## src/rtl/core/pngunf_pkg.sv

```systemverilog
// ----------------------------------------------------------------------------
// pngunf_pkg
// Shared types, constants and helper functions for the scanline unfilter.
// ----------------------------------------------------------------------------
package pngunf_pkg;

   localparam int MAX_WIDTH = 4096;
   localparam int COL_W     = $clog2(MAX_WIDTH);
   localparam int CMP_W     = COL_W + 1;
   localparam int WIDTH_W   = 13;
   localparam int HEIGHT_W  = 16;
   localparam int PIX_W     = 32;
   localparam int BYTE_W    = 8;
   localparam int CSR_IDX_W = 2;
   localparam int CSR_DAT_W = 16;

   // configuration register indexes
   localparam logic [CSR_IDX_W-1:0] REG_IMAGE_WIDTH  = 2'd0;
   localparam logic [CSR_IDX_W-1:0] REG_IMAGE_HEIGHT = 2'd1;
   localparam logic [CSR_IDX_W-1:0] REG_HAS_ALPHA    = 2'd2;

   // filter types
   localparam logic [2:0] FILT_NONE  = 3'd0;
   localparam logic [2:0] FILT_SUB   = 3'd1;
   localparam logic [2:0] FILT_UP    = 3'd2;
   localparam logic [2:0] FILT_AVG   = 3'd3;
   localparam logic [2:0] FILT_PAETH = 3'd4;

   // byte-in-pixel codes for the filter byte at row start and the first channel byte
   localparam logic [2:0] BIP_FILTER = 3'd0;
   localparam logic [2:0] BIP_FIRST  = 3'd1;

   localparam logic [BYTE_W-1:0] ALPHA_OPAQUE = 8'hFF;

   typedef struct packed {
      logic [WIDTH_W-1:0]  image_width;
      logic [HEIGHT_W-1:0] image_height;
      logic                has_alpha;
   } cfg_type;

   // one accepted byte with its decoded position, handed to reconstruction
   typedef struct packed {
      logic              is_filter;
      logic [2:0]        filter;
      logic [1:0]        chan;
      logic              col_nz;
      logic              row_nz;
      logic              last_chan;
      logic              row_end;
      logic              image_end;
      logic              has_alpha;
      logic [COL_W-1:0]  col;
      logic [BYTE_W-1:0] data;
   } item_type;

   // channel 0 (red) sits in the top byte
   function automatic logic [BYTE_W-1:0] chan_of(input logic [PIX_W-1:0] word,
                                                 input logic [1:0] ch);
      logic [BYTE_W-1:0] res;
      case (ch)
         2'd0:    res = word[31:24];
         2'd1:    res = word[23:16];
         2'd2:    res = word[15:8];
         default: res = word[7:0];
      endcase
      return res;
   endfunction

   function automatic logic [BYTE_W-1:0] paeth(input logic [BYTE_W-1:0] a,
                                               input logic [BYTE_W-1:0] b,
                                               input logic [BYTE_W-1:0] c);
      logic signed [10:0] p;
      logic signed [10:0] da;
      logic signed [10:0] db;
      logic signed [10:0] dc;
      logic [BYTE_W-1:0]  res;
      p  = $signed({3'b000, a}) + $signed({3'b000, b}) - $signed({3'b000, c});
      da = p - $signed({3'b000, a});
      db = p - $signed({3'b000, b});
      dc = p - $signed({3'b000, c});
      if (da < 0) da = -da;
      if (db < 0) db = -db;
      if (dc < 0) dc = -dc;
      // ties prefer left, then upper
      if (da <= db && da <= dc) res = a;
      else if (db <= dc)        res = b;
      else                      res = c;
      return res;
   endfunction

endpackage

```

## src/rtl/core/pngunf_recon.sv

```systemverilog
// ----------------------------------------------------------------------------
// pngunf_recon
// Reconstruction stage: predicts each channel byte from left, upper and
// upper-left neighbours, assembles pixels, writes the line store and holds
// the output register.
// ----------------------------------------------------------------------------
module pngunf_recon import pngunf_pkg::*; (
   input  logic              clock,
   input  logic              reset,
   input  logic              item_valid,
   input  item_type          item,
   input  logic [PIX_W-1:0]  upper_data,
   output logic              item_go,
   output logic              wr_en,
   output logic [COL_W-1:0]  wr_addr,
   output logic [PIX_W-1:0]  wr_data,
   output logic              rsp_tvalid,
   input  logic              rsp_tready,
   output logic [PIX_W-1:0]  rsp_tdata,
   output logic              rsp_tlast,
   output logic              rsp_tuser
);

   logic [PIX_W-1:0]  left_ff, left_in;
   logic [PIX_W-1:0]  upleft_ff, upleft_in;
   logic [23:0]       acc_ff, acc_in;
   logic              out_valid_ff;
   logic [PIX_W-1:0]  out_pixel_ff;
   logic              out_row_end_ff;
   logic              out_image_end_ff;

   logic [PIX_W-1:0]  upper;
   logic [BYTE_W-1:0] a, b, c;
   logic [BYTE_W:0]   sum_ab;
   logic [BYTE_W-1:0] pred;
   logic [BYTE_W-1:0] val;
   logic [PIX_W-1:0]  pixel;
   logic              emits;

   always_comb begin
      upper  = item.row_nz ? upper_data : '0;
      a      = item.col_nz ? chan_of(left_ff, item.chan) : '0;
      b      = chan_of(upper, item.chan);
      c      = item.col_nz ? chan_of(upleft_ff, item.chan) : '0;
      sum_ab = {1'b0, a} + {1'b0, b};
      case (item.filter)
         FILT_SUB:   pred = a;
         FILT_UP:    pred = b;
         FILT_AVG:   pred = sum_ab[BYTE_W:1];
         FILT_PAETH: pred = paeth(a, b, c);
         default:    pred = '0;
      endcase
      val = item.data + pred;
      if (item.has_alpha) begin
         pixel = {acc_ff, val};
      end else begin
         pixel = {acc_ff[15:0], val, ALPHA_OPAQUE};
      end

      emits   = item.last_chan;
      // stall only when a pixel is due and the output register is still full
      item_go = item_valid && (!emits || !out_valid_ff || rsp_tready);

      left_in   = left_ff;
      upleft_in = upleft_ff;
      acc_in    = acc_ff;
      if (item_go) begin
         if (item.is_filter) begin
            left_in   = '0;
            upleft_in = '0;
            acc_in    = '0;
         end else if (!emits) begin
            acc_in = {acc_ff[15:0], val};
         end else begin
            acc_in    = '0;
            left_in   = item.row_end ? '0 : pixel;
            upleft_in = item.row_end ? '0 : upper;
         end
      end
   end

   always_ff @(posedge clock) begin
      if (reset) begin
         left_ff      <= '0;
         upleft_ff    <= '0;
         acc_ff       <= '0;
         out_valid_ff <= 1'b0;
      end else begin
         left_ff   <= left_in;
         upleft_ff <= upleft_in;
         acc_ff    <= acc_in;
         if (item_go && emits) begin
            out_valid_ff <= 1'b1;
         end else if (rsp_tready) begin
            out_valid_ff <= 1'b0;
         end
      end
   end

   always_ff @(posedge clock) begin
      if (item_go && emits) begin
         out_pixel_ff     <= pixel;
         out_row_end_ff   <= item.row_end;
         out_image_end_ff <= item.image_end;
      end
   end

   assign wr_en      = item_go && emits;
   assign wr_addr    = item.col;
   assign wr_data    = pixel;
   assign rsp_tvalid = out_valid_ff;
   assign rsp_tdata  = out_pixel_ff;
   assign rsp_tlast  = out_row_end_ff;
   assign rsp_tuser  = out_image_end_ff;

endmodule

```

## config.mk

```make
export PLATFORM = sky130hd
export DESIGN_NAME = pngunf_recon
export DESIGN_NICKNAME = d
export VERILOG_FILES = /design/src/rtl/core/pngunf_pkg.sv /design/src/rtl/core/pngunf_recon.sv
export SDC_FILE = /design/constraint.sdc
export NUM_CORES = 1
export LEC_CHECK = 0
export BUFFER_PORTS_ARGS = -buffer_cell sky130_fd_sc_hd__clkbuf_2
export CAP_MARGIN = 20
export CORE_ASPECT_RATIO = 1.4
export CORE_MARGIN = 1.5
export CORE_UTILIZATION = 58
export CTS_CLUSTER_DIAMETER = 100
export DETAILED_ROUTE_END_ITERATION = 7
export PLACE_DENSITY_LB_ADDON = 0.2
export SYNTH_ARGS = -nofsm -noshare
export SYNTH_HDL_FRONTEND = slang
export SYNTH_SLANG_ARGS = --single-unit
export TNS_END_PERCENT = 30
```

## constraint.sdc

```tcl
create_clock -name clock -period 17.19 [get_ports clock]
set_input_delay 2.5785 -clock clock [delete_from_list [all_inputs] [get_ports clock]]
set_output_delay 2.5785 -clock clock [all_outputs]
set_load 0.03 [all_outputs]
```

==> flow_summary.ini <==
[global_route]
grt_use_met2 = 0.576
top_usage_layer = met2
grt_pass1_vias = 8121
grt_max_degree = 68
antenna_found_initial = 0
grt_use_met3 = 0.0628
grt_pass1_wl_um = 40800
met1_usage = 0.354
grt_use_total = 0.325
gr-total-overflow = 0

[clocking]
cts.path.max_buffers = 2
cts_tree = done
insertion_delay_ps = 430
cts_hold_buffers = 0
cts_buffers = 17
clk_pin_slew_worst_paths_ps = 60
htree_levels = 4
ctsResizeCount = 0
clock_sinks = 123
cts-root-buf = clkbuf_16
cts_setup_buffers = 0

[critical_path]
cp_top_family = compound AO/OA/AOI/OAI gates
crit_path_max_incr_delay_ps = 700
cp.required_ps = 14610
timing_worst_setup_path_type = input pin to output port
cp_max_fo = 29
end_kind = output port
cp-start-kind = input pin
cp_num_buf_inv = 4
reg2reg_slack_ps = 7550
slowest_stage = clkbuf_2
crit_top_cell = a21oi_1
cp.arrival_ps = 12780

[timing]
worstMarginPinSlew_ps = 1010
rsz0062_at_grt = false
finClkSkew_ps = 11.9
period_share = 0.893
fin_tns_setup_ps = 0
hold_viol_final = 0
hold_ws_ps = 448
fmax_mhz = 65.1
slew_headroom = 0.326
postLayoutSetupSlackWorst_ps = 1830
slew_violations = 0
fin_crit_ps = 15360
setup-violations-final = 0

[detailed_routing]
wire_per_inst_um = 19.4
ant_nets = 0
viasPerCell = 6.17
drt-initial-drc-count = 661
dr_total_vias = 8329
firstDrtPassIters = 7
drc = 0
wl_um = 26200

[yosys]
synth_top_area_share = 0.195
synth_area_per_cell_um2 = 8.68
synth_edf_count = 34
synth_top_area_cell = dfxtp_1
synth.area.top_cells = dfxtp_1 (20%), edfxtp_1 (11%), ha_1 (11%)
syn-cell-area_mm2 = 0.00912
synthTopCellsByCount = nor2_1 (119), nand2_1 (98), dfxtp_1 (89)
synth_cells = 1050
seq_area_frac_synth = 0.307
synth_ff_type = dfxtp_1
synthArstFlopShare = 0
ys_types = 69
yosys_warnings = 0
ys_seq_elements = 123
syn_nets = 1211
yosysMostFrequentCell = nor2_1

[cells_and_area]
synthToLayoutAreaGrowth_pct = 13.7
diodes = 0
design_area_mm2 = 0.0104
drive_above_1_share = 0.186
layoutNonFillerInstCount = 1349
final_nets = 1301
final_util = 0.670

[floorplan]
die-area_mm2 = 0.0165
coreArea_mm2 = 0.0155
initial_core_util = 0.589
fp.dieH_um = 151
rows = 54
pin_count = 149
die_w_um = 109

[worst_hold_path]
hp-class = register to register

[power_and_ir_drop]
p_per_area_mw_per_mm2 = 145
max-vdd-ir-drop_uv = 176
power.total_mw = 1.51
p_leak_nw = 4.36

[placement]
placed_area_mm2 = 0.00976
pre_cts_slack_ps = 1870
io_buffers = 124
hpwl_um = 19400
gp_congestion = 0.902
dp.cells = 1316

[run_status]
status = finished, final reports clean

[run]
maxCapViolations = 0
-- area by class of cell --
cell class	instances	area (µm²)
clock inverter	15	158
fill	1270	5100
multi-input combinational	813	5850
tap	196	245
timing repair buffer	130	686
inverter	55	206
clock buffer	17	425
sequential	123	2800
-- worst register-to-register path: cells and delay by family (launching register included) --
family | cells | cell delay, ps
buf+inv | 2 | 210
mux | 1 | 440
fa+ha+maj | 5 | 1840
xor+xnor | 2 | 460
flops | 1 | 320
simple gates | 5 | 950
compound gates | 21 | 5330
-- cells by family (layout without fill, tap and decap cells) --
logic type | after synthesis | in the layout | share of synthesized area
buffers and inverters | 114 | 217 | 0.0528
other | 2 | 2 | 0.000824
XOR/XNOR | 57 | 57 | 0.0548
multiplexers | 48 | 48 | 0.0818
AND/OR/NAND/NOR | 353 | 353 | 0.175
AO/OA/AOI/OAI | 260 | 260 | 0.189
adder cells (fa/ha/maj) | 93 | 93 | 0.138
flip-flops | 123 | 123 | 0.307
-- sequential cells by signal, indices dropped and copies added, names as in the netlist --
signal      flops
rsp_tlast       1
acc_ff         24
rsp_tvalid      1
rsp_tuser       1
left_ff        32
rsp_tdata      32
upleft_ff      32
-- report_power, final --
group / leakage [nW] / internal [mW] / total (mW) / switching (mW)
sequential: 1.03 / 0.307 / 0.310 / 0.00320
clock: 0.273 / 0.204 / 0.355 / 0.151
combinational: 3.06 / 0.320 / 0.842 / 0.523
-- cells in the final DEF, fill, tap and decap left out, types with 32 or more instances in the layout --
master	n
edfxtp_1	34
nor2_1	118
clkbuf_2	124
o21ai_0	37
ha_1	80
a21oi_1	79
xnor2_1	32
nand3_1	48
dfxtp_1	89
a22oi_1	47
nand2_1	98
inv_1	55
-- final timing paths --
path	start	to	cells after the start
worst max register to register	left_ff[25]	left_ff[7]	36
worst max-delay path	item[26]	wr_data[7]	38
worst min register to register	upleft_ff[14]	upleft_ff[14]	2
worst min-delay path	upleft_ff[14]	upleft_ff[14]	2
-- per-layer routing --
metal	wire, µm	vias to the layer above
li1	-	3952
met1	9650	3945
met2	13800	336
met3	1480	96
met4	1310	0
met5	0	-
Note: power is estimated with default switching activity, not from simulation.
