[src/rtl/core/pngunf_pkg.sv]
// ----------------------------------------------------------------------------
// pngunf_pkg
// Shared types, constants and helper functions for the scanline unfilter.
// ----------------------------------------------------------------------------
package pngunf_pkg;

   localparam int MAX_WIDTH = 4096;
   localparam int COL_W     = $clog2(MAX_WIDTH);
   localparam int CMP_W     = COL_W + 1;
   localparam int WIDTH_W   = 13;
   localparam int HEIGHT_W  = 16;
   localparam int PIX_W     = 32;
   localparam int BYTE_W    = 8;
   localparam int CSR_IDX_W = 2;
   localparam int CSR_DAT_W = 16;

   // configuration register indexes
   localparam logic [CSR_IDX_W-1:0] REG_IMAGE_WIDTH  = 2'd0;
   localparam logic [CSR_IDX_W-1:0] REG_IMAGE_HEIGHT = 2'd1;
   localparam logic [CSR_IDX_W-1:0] REG_HAS_ALPHA    = 2'd2;

   // filter types
   localparam logic [2:0] FILT_NONE  = 3'd0;
   localparam logic [2:0] FILT_SUB   = 3'd1;
   localparam logic [2:0] FILT_UP    = 3'd2;
   localparam logic [2:0] FILT_AVG   = 3'd3;
   localparam logic [2:0] FILT_PAETH = 3'd4;

   // byte-in-pixel codes for the filter byte at row start and the first channel byte
   localparam logic [2:0] BIP_FILTER = 3'd0;
   localparam logic [2:0] BIP_FIRST  = 3'd1;

   localparam logic [BYTE_W-1:0] ALPHA_OPAQUE = 8'hFF;

   typedef struct packed {
      logic [WIDTH_W-1:0]  image_width;
      logic [HEIGHT_W-1:0] image_height;
      logic                has_alpha;
   } cfg_type;

   // one accepted byte with its decoded position, handed to reconstruction
   typedef struct packed {
      logic              is_filter;
      logic [2:0]        filter;
      logic [1:0]        chan;
      logic              col_nz;
      logic              row_nz;
      logic              last_chan;
      logic              row_end;
      logic              image_end;
      logic              has_alpha;
      logic [COL_W-1:0]  col;
      logic [BYTE_W-1:0] data;
   } item_type;

   // channel 0 (red) sits in the top byte
   function automatic logic [BYTE_W-1:0] chan_of(input logic [PIX_W-1:0] word,
                                                 input logic [1:0] ch);
      logic [BYTE_W-1:0] res;
      case (ch)
         2'd0:    res = word[31:24];
         2'd1:    res = word[23:16];
         2'd2:    res = word[15:8];
         default: res = word[7:0];
      endcase
      return res;
   endfunction

   function automatic logic [BYTE_W-1:0] paeth(input logic [BYTE_W-1:0] a,
                                               input logic [BYTE_W-1:0] b,
                                               input logic [BYTE_W-1:0] c);
      logic signed [10:0] p;
      logic signed [10:0] da;
      logic signed [10:0] db;
      logic signed [10:0] dc;
      logic [BYTE_W-1:0]  res;
      p  = $signed({3'b000, a}) + $signed({3'b000, b}) - $signed({3'b000, c});
      da = p - $signed({3'b000, a});
      db = p - $signed({3'b000, b});
      dc = p - $signed({3'b000, c});
      if (da < 0) da = -da;
      if (db < 0) db = -db;
      if (dc < 0) dc = -dc;
      // ties prefer left, then upper
      if (da <= db && da <= dc) res = a;
      else if (db <= dc)        res = b;
      else                      res = c;
      return res;
   endfunction

endpackage

[src/rtl/core/pngunf_ctrl.sv]
// ----------------------------------------------------------------------------
// pngunf_ctrl
// Byte sequencer: tracks filter byte, channel, column and row, issues the
// line store read and registers the decoded byte for reconstruction.
// ----------------------------------------------------------------------------
module pngunf_ctrl import pngunf_pkg::*; (
   input  logic              clock,
   input  logic              reset,
   input  cfg_type           cfg,
   input  logic              accept,
   input  logic [BYTE_W-1:0] in_byte,
   input  logic              item_go,
   output logic              item_valid,
   output item_type          item,
   output logic [COL_W-1:0]  rd_addr
);

   logic [2:0]          bip_ff, bip_in;
   logic [2:0]          filter_ff, filter_in;
   logic [COL_W-1:0]    col_ff, col_in;
   logic [HEIGHT_W-1:0] row_ff, row_in;
   logic                item_valid_ff;
   item_type            item_ff, item_in;

   logic [CMP_W-1:0]    eff_width;
   logic [HEIGHT_W:0]   eff_height;
   logic [COL_W-1:0]    col;
   logic [1:0]          chan;
   logic [1:0]          last_chan_idx;
   logic                is_last;
   logic                row_end;
   logic                image_end;

   always_comb begin
      if (cfg.image_width == '0) begin
         eff_width = CMP_W'(1);
      end else if (32'(cfg.image_width) > MAX_WIDTH) begin
         eff_width = CMP_W'(MAX_WIDTH);
      end else begin
         eff_width = CMP_W'(cfg.image_width);
      end
      eff_height = (cfg.image_height == '0) ? (HEIGHT_W+1)'(1)
                                            : {1'b0, cfg.image_height};

      // column clamps to the last one if the count runs past the width
      if ({1'b0, col_ff} >= eff_width) begin
         col = COL_W'(eff_width - CMP_W'(1));
      end else begin
         col = col_ff;
      end
      chan          = 2'(bip_ff - 3'd1);
      last_chan_idx = cfg.has_alpha ? 2'd3 : 2'd2;
      is_last       = (chan >= last_chan_idx);
      row_end       = ({1'b0, col} + CMP_W'(1)) >= eff_width;
      image_end     = ({1'b0, row_ff} + (HEIGHT_W+1)'(1)) >= eff_height;

      bip_in    = bip_ff;
      filter_in = filter_ff;
      col_in    = col_ff;
      row_in    = row_ff;
      if (accept) begin
         if (bip_ff == BIP_FILTER) begin
            filter_in = (in_byte > 8'(FILT_PAETH)) ? FILT_NONE : in_byte[2:0];
            bip_in    = BIP_FIRST;
         end else if (!is_last) begin
            bip_in = bip_ff + 3'd1;
         end else if (row_end) begin
            col_in = '0;
            bip_in = BIP_FILTER;
            row_in = image_end ? '0 : row_ff + HEIGHT_W'(1);
         end else begin
            col_in = col + COL_W'(1);
            bip_in = BIP_FIRST;
         end
      end

      item_in.is_filter = (bip_ff == BIP_FILTER);
      item_in.filter    = filter_ff;
      item_in.chan      = chan;
      item_in.col_nz    = (col != '0);
      item_in.row_nz    = (row_ff != '0);
      item_in.last_chan = (bip_ff != BIP_FILTER) && is_last;
      item_in.row_end   = row_end;
      item_in.image_end = row_end && image_end;
      item_in.has_alpha = cfg.has_alpha;
      item_in.col       = col;
      item_in.data      = in_byte;
   end

   always_ff @(posedge clock) begin
      if (reset) begin
         bip_ff        <= BIP_FILTER;
         filter_ff     <= FILT_NONE;
         col_ff        <= '0;
         row_ff        <= '0;
         item_valid_ff <= 1'b0;
      end else begin
         bip_ff    <= bip_in;
         filter_ff <= filter_in;
         col_ff    <= col_in;
         row_ff    <= row_in;
         if (accept) begin
            item_valid_ff <= 1'b1;
         end else if (item_go) begin
            item_valid_ff <= 1'b0;
         end
      end
   end

   always_ff @(posedge clock) begin
      if (accept) begin
         item_ff <= item_in;
      end
   end

   assign item_valid = item_valid_ff;
   assign item       = item_ff;
   assign rd_addr    = col;

endmodule

[config.mk]
export PLATFORM = sky130hd
export DESIGN_NAME = pngunf_ctrl
export DESIGN_NICKNAME = d
export VERILOG_FILES = /design/src/rtl/core/pngunf_pkg.sv /design/src/rtl/core/pngunf_ctrl.sv
export SDC_FILE = /design/constraint.sdc
export NUM_CORES = 1
export LEC_CHECK = 0
export ABC_CLOCK_PERIOD_IN_PS = 8600
export BUFFER_PORTS_ARGS = -buffer_cell sky130_fd_sc_hd__buf_4
export CORE_MARGIN = 2
export CORE_UTILIZATION = 55
export CTS_CLUSTER_DIAMETER = 40
export DETAILED_ROUTE_END_ITERATION = 8
export HOLD_SLACK_MARGIN = 0.12
export PLACE_DENSITY = 0.79
export SKIP_CTS_REPAIR_TIMING = 1
export SLEW_MARGIN = 25
export SYNTH_ARGS = -nofsm -noshare
export SYNTH_HDL_FRONTEND = slang
export SYNTH_SLANG_ARGS = --single-unit
[constraint.sdc]
create_clock -name clock -period 8.6 [get_ports clock]
set_clock_uncertainty 0.15 [all_clocks]
set_input_delay 1.72 -clock clock [delete_from_list [all_inputs] [get_ports clock]]
set_output_delay 1.72 -clock clock [all_outputs]
set_load 0.1 [all_outputs]
==> results.sh <==
export IMPL_status="completed"
export IMPL_ys_seq_area_share_pct=34.8
export IMPL_power_density_mw_per_mm2=151
export IMPL_rsz0062_at_grt="false"
export IMPL_tritoncts="built"
export IMPL_grt_pass1_wl_um=19300
export IMPL_worst_setup_path_type="in -> reg"
export IMPL_fillers=680
export IMPL_vdd_drop_max_mv=0.0780
export IMPL_hold_violations=0
export IMPL_startpoint="cfg[23]"
export IMPL_avgSynthCellArea_sq_um=9.24
export IMPL_hpwl_um=9200
export IMPL_first_pass_iters=5
export IMPL_dr_total_vias=4216
export IMPL_p_leak_nw=2.53
export IMPL_start_kind="primary input"
export IMPL_ios=87
export IMPL_die_y_um=97.2
export IMPL_synth_fp_nets=608
export IMPL_fin_crit_ps=7880
export IMPL_gp_congestion=0.912
export IMPL_antenna_found_initial=0
export IMPL_crit_end="col_ff[7]"
export IMPL_synth_top_cell_area_share_pct=20.1
export IMPL_port_buffer_count=86
export IMPL_grt_pass1_vias=3967
export IMPL_r2r_slack_ps=2550
export IMPL_reg2reg_depth=22
export IMPL_register_area_sq_mm=0.00166
export IMPL_multi_input_area_sq_mm=0.00278
export IMPL_drt_total_wl_um=11700
export IMPL_min_path_type="reg -> reg"
export IMPL_slew_violations=0
export IMPL_clock_path_buffers=2
export IMPL_synth_top_area_cell="edfxtp_1"
export IMPL_fmax_mhz=127
export IMPL_cts_root_buffer="clkbuf_8"
export IMPL_synth_area_leaders="edfxtp_1 20%, dfxtp_1 15%, ha_1 13%"
export IMPL_cap_viol_max_count=0
export IMPL_clk_pin_slew_ps=70
export IMPL_nets=677
export IMPL_finalSetupTns_ps=0
export IMPL_htree_levels=3
export IMPL_antenna_cells=0
export IMPL_finalCritPeriodShare_pct=91.6
export IMPL_ys_types=68
export IMPL_worstMarginPinSlew_ps=774
export IMPL_path_max_fanout=9
export IMPL_drt_iter0_drc=286
export IMPL_die_w_um=97.2
export IMPL_cts_made_buffers=9
export IMPL_holdWs_ps=287
export IMPL_avgRoutedWirePerCell_um=16.9
export IMPL_clock_latency_ps=340
export IMPL_worstPathArrival_ps=8000
export IMPL_setup_violations=0
export IMPL_die_area_sq_mm=0.00944
export IMPL_start_util_pct=57.5
export IMPL_fp_row_count=33
export IMPL_grt_max_degree=42
export IMPL_ys_flop_type="dfxtp_1"
export IMPL_core_area_sq_mm=0.00830
export IMPL_maxSlewHeadroom_pct=48.0
export IMPL_drc=0
export IMPL_syn_to_final_growth_pct=17.2
export IMPL_grt_overflow=0
export IMPL_globalRouteTotalUtil_pct=24.9
export IMPL_synth_cells=517
export IMPL_viasPerCell=6.06
export IMPL_synth_edf_count=32
export IMPL_drtAntennaViolNets=0
export IMPL_critPathRequiredTime_ps=8730
export IMPL_ys_ff_latch=67
export IMPL_synth_cell_area_sq_mm=0.00478
export IMPL_reg2reg_from="col_ff[10]"
export IMPL_cts_num_sinks=67
export IMPL_drive_above_1_share_pct=21.8
export IMPL_worstSetupEndpointType="flip-flop"
export IMPL_reg2reg_to="col_ff[7]"
export IMPL_synth_warnings=0
export IMPL_async_flop_share_pct=0
how the worst min path moves through the flow:
stage / from / end / slack (ps) / cells past startpoint
after floorplan: filter_ff[2] / item[30] / 260 / 0
after global placement: filter_ff[2] / item[30] / 260 / 0
after detailed placement: filter_ff[1] / item[29] / 270 / 0
after CTS: filter_ff[1] / item[29] / 290 / 0
after global routing: filter_ff[1] / item[29] / 290 / 0
final: filter_ff[1] / item[29] / 290 / 0
kinds of logic (layout without fill, tap and decap cells):
group / after synthesis / after routing / synth area share (%)
buffers and inverters: 71 / 145 / 7.02
multiplexers: 9 / 9 / 2.25
AO/OA/AOI/OAI: 112 / 112 / 16.9
XOR/XNOR: 27 / 27 / 5.11
AND/OR/NAND/NOR: 182 / 182 / 21.1
adder cells (fa/ha/maj): 49 / 49 / 12.8
flip-flops: 67 / 67 / 34.8
cell usage in the layout (no fill, tap or decap), types with 5 or more instances in the layout:
cell type,synthesis,routed
a21o_1,6,6
nor2_1,34,34
buf_4,12,88
inv_1,40,40
and3_1,9,9
a22o_1,7,7
edfxtp_1,32,32
nand4_1,15,15
dfxtp_1,35,35
o21a_1,5,5
ha_1,49,49
nand2_1,40,40
a31oi_1,8,8
xnor2_1,12,12
a22oi_1,5,5
o21ai_0,16,16
nor2b_1,6,6
a311oi_1,5,5
clkbuf_8,0,9
nor4_1,7,7
xor2_1,14,14
a21oi_1,27,27
nor3_1,10,10
nand3_1,29,29
metal layers:
metal  vias to the layer above  part of all wire (%)  global-route usage, %  routed length (um)
met5                         -                     0                      0                   0
met4                         0                   1.2                   6.83                 141
met3                        13                   8.1                   4.24                 951
met2                       175                    44                   37.7                5150
met1                      1987                    47                   36.7                5500
li1                       2041                     -                      -                   -
layout make-up:
type | instances | share of cell area [%]
inverters | 41 | 2.75
repair buffers | 88 | 11.8
well taps | 105 | 2.35
multi-input cells | 379 | 49.6
clock buffers | 11 | 2.73
flip-flops and latches | 67 | 29.7
clock inverters | 5 | 1.05
stage by stage:
| stage | cells | power [W] | instance area, sq um | worst slack, ps | utilization (%) |
|---|---|---|---|---|---|
| 2_1_floorplan | 517 | 0.000517 | 4780 | 1650 | - |
| 3_3_place_gp | 680 | 0.000571 | 5390 | 786 | 64.9 |
| 6_report | 696 | 0.000843 | 5600 | 723 | 67.5 |
| 4_1_cts | 696 | 0.000847 | 5600 | 840 | 67.5 |
| 5_1_grt | 696 | 0.000875 | 5600 | 13.3 | 67.5 |
| 3_5_place_dp | 680 | 0.000574 | 5390 | 508 | 64.9 |
registers in the layout, indices dropped and copies added, names as in the netlist:
name / count
row_ff: 16
item: 32
filter_ff: 3
col_ff: 12
bip_ff: 3
item_valid: 1
cell usage after synthesis (all sizes together) (8+ instances only):
cell type   n
nor2       34
o21ai      19
ha         49
inv        40
a21oi      27
nand3      29
and3        9
dfxtp      35
a22o        8
clkbuf     14
xor2       15
a31oi       8
xnor2      12
nand2      40
edfxtp     32
nor3       12
nand4      15
buf        16
nor4        8
critical path, stage by stage:
cell	delay, ps
buf_4	130
nor3_2	440
a41oi_1	330
inv_1	160
ha_1	240
nor3b_1	190
o21ai_1	190
a22oi_1	420
o21ai_0	280
inv_1	190
ha_1	230
o211ai_1	110
mux2i_1	260
nand2_1	170
nor2_1	160
xnor2_1	170
ha_1	290
a21o_1	170
a21o_1	170
a21oi_1	140
nor2_1	60
a211o_1	290
nor2_1	450
inv_1	120
nor3_1	660
a22o_1	270
report_power, final:
group          internal (W)  total [W]  leakage (nW)  switching, W
logic             0.0000565   0.000214          1.83      0.000157
registers          0.000348   0.000353         0.605    0.00000515
clock network      0.000152   0.000276         0.101      0.000123
total              0.000557   0.000843          2.53      0.000286
Power figures use the tool's default switching activity.
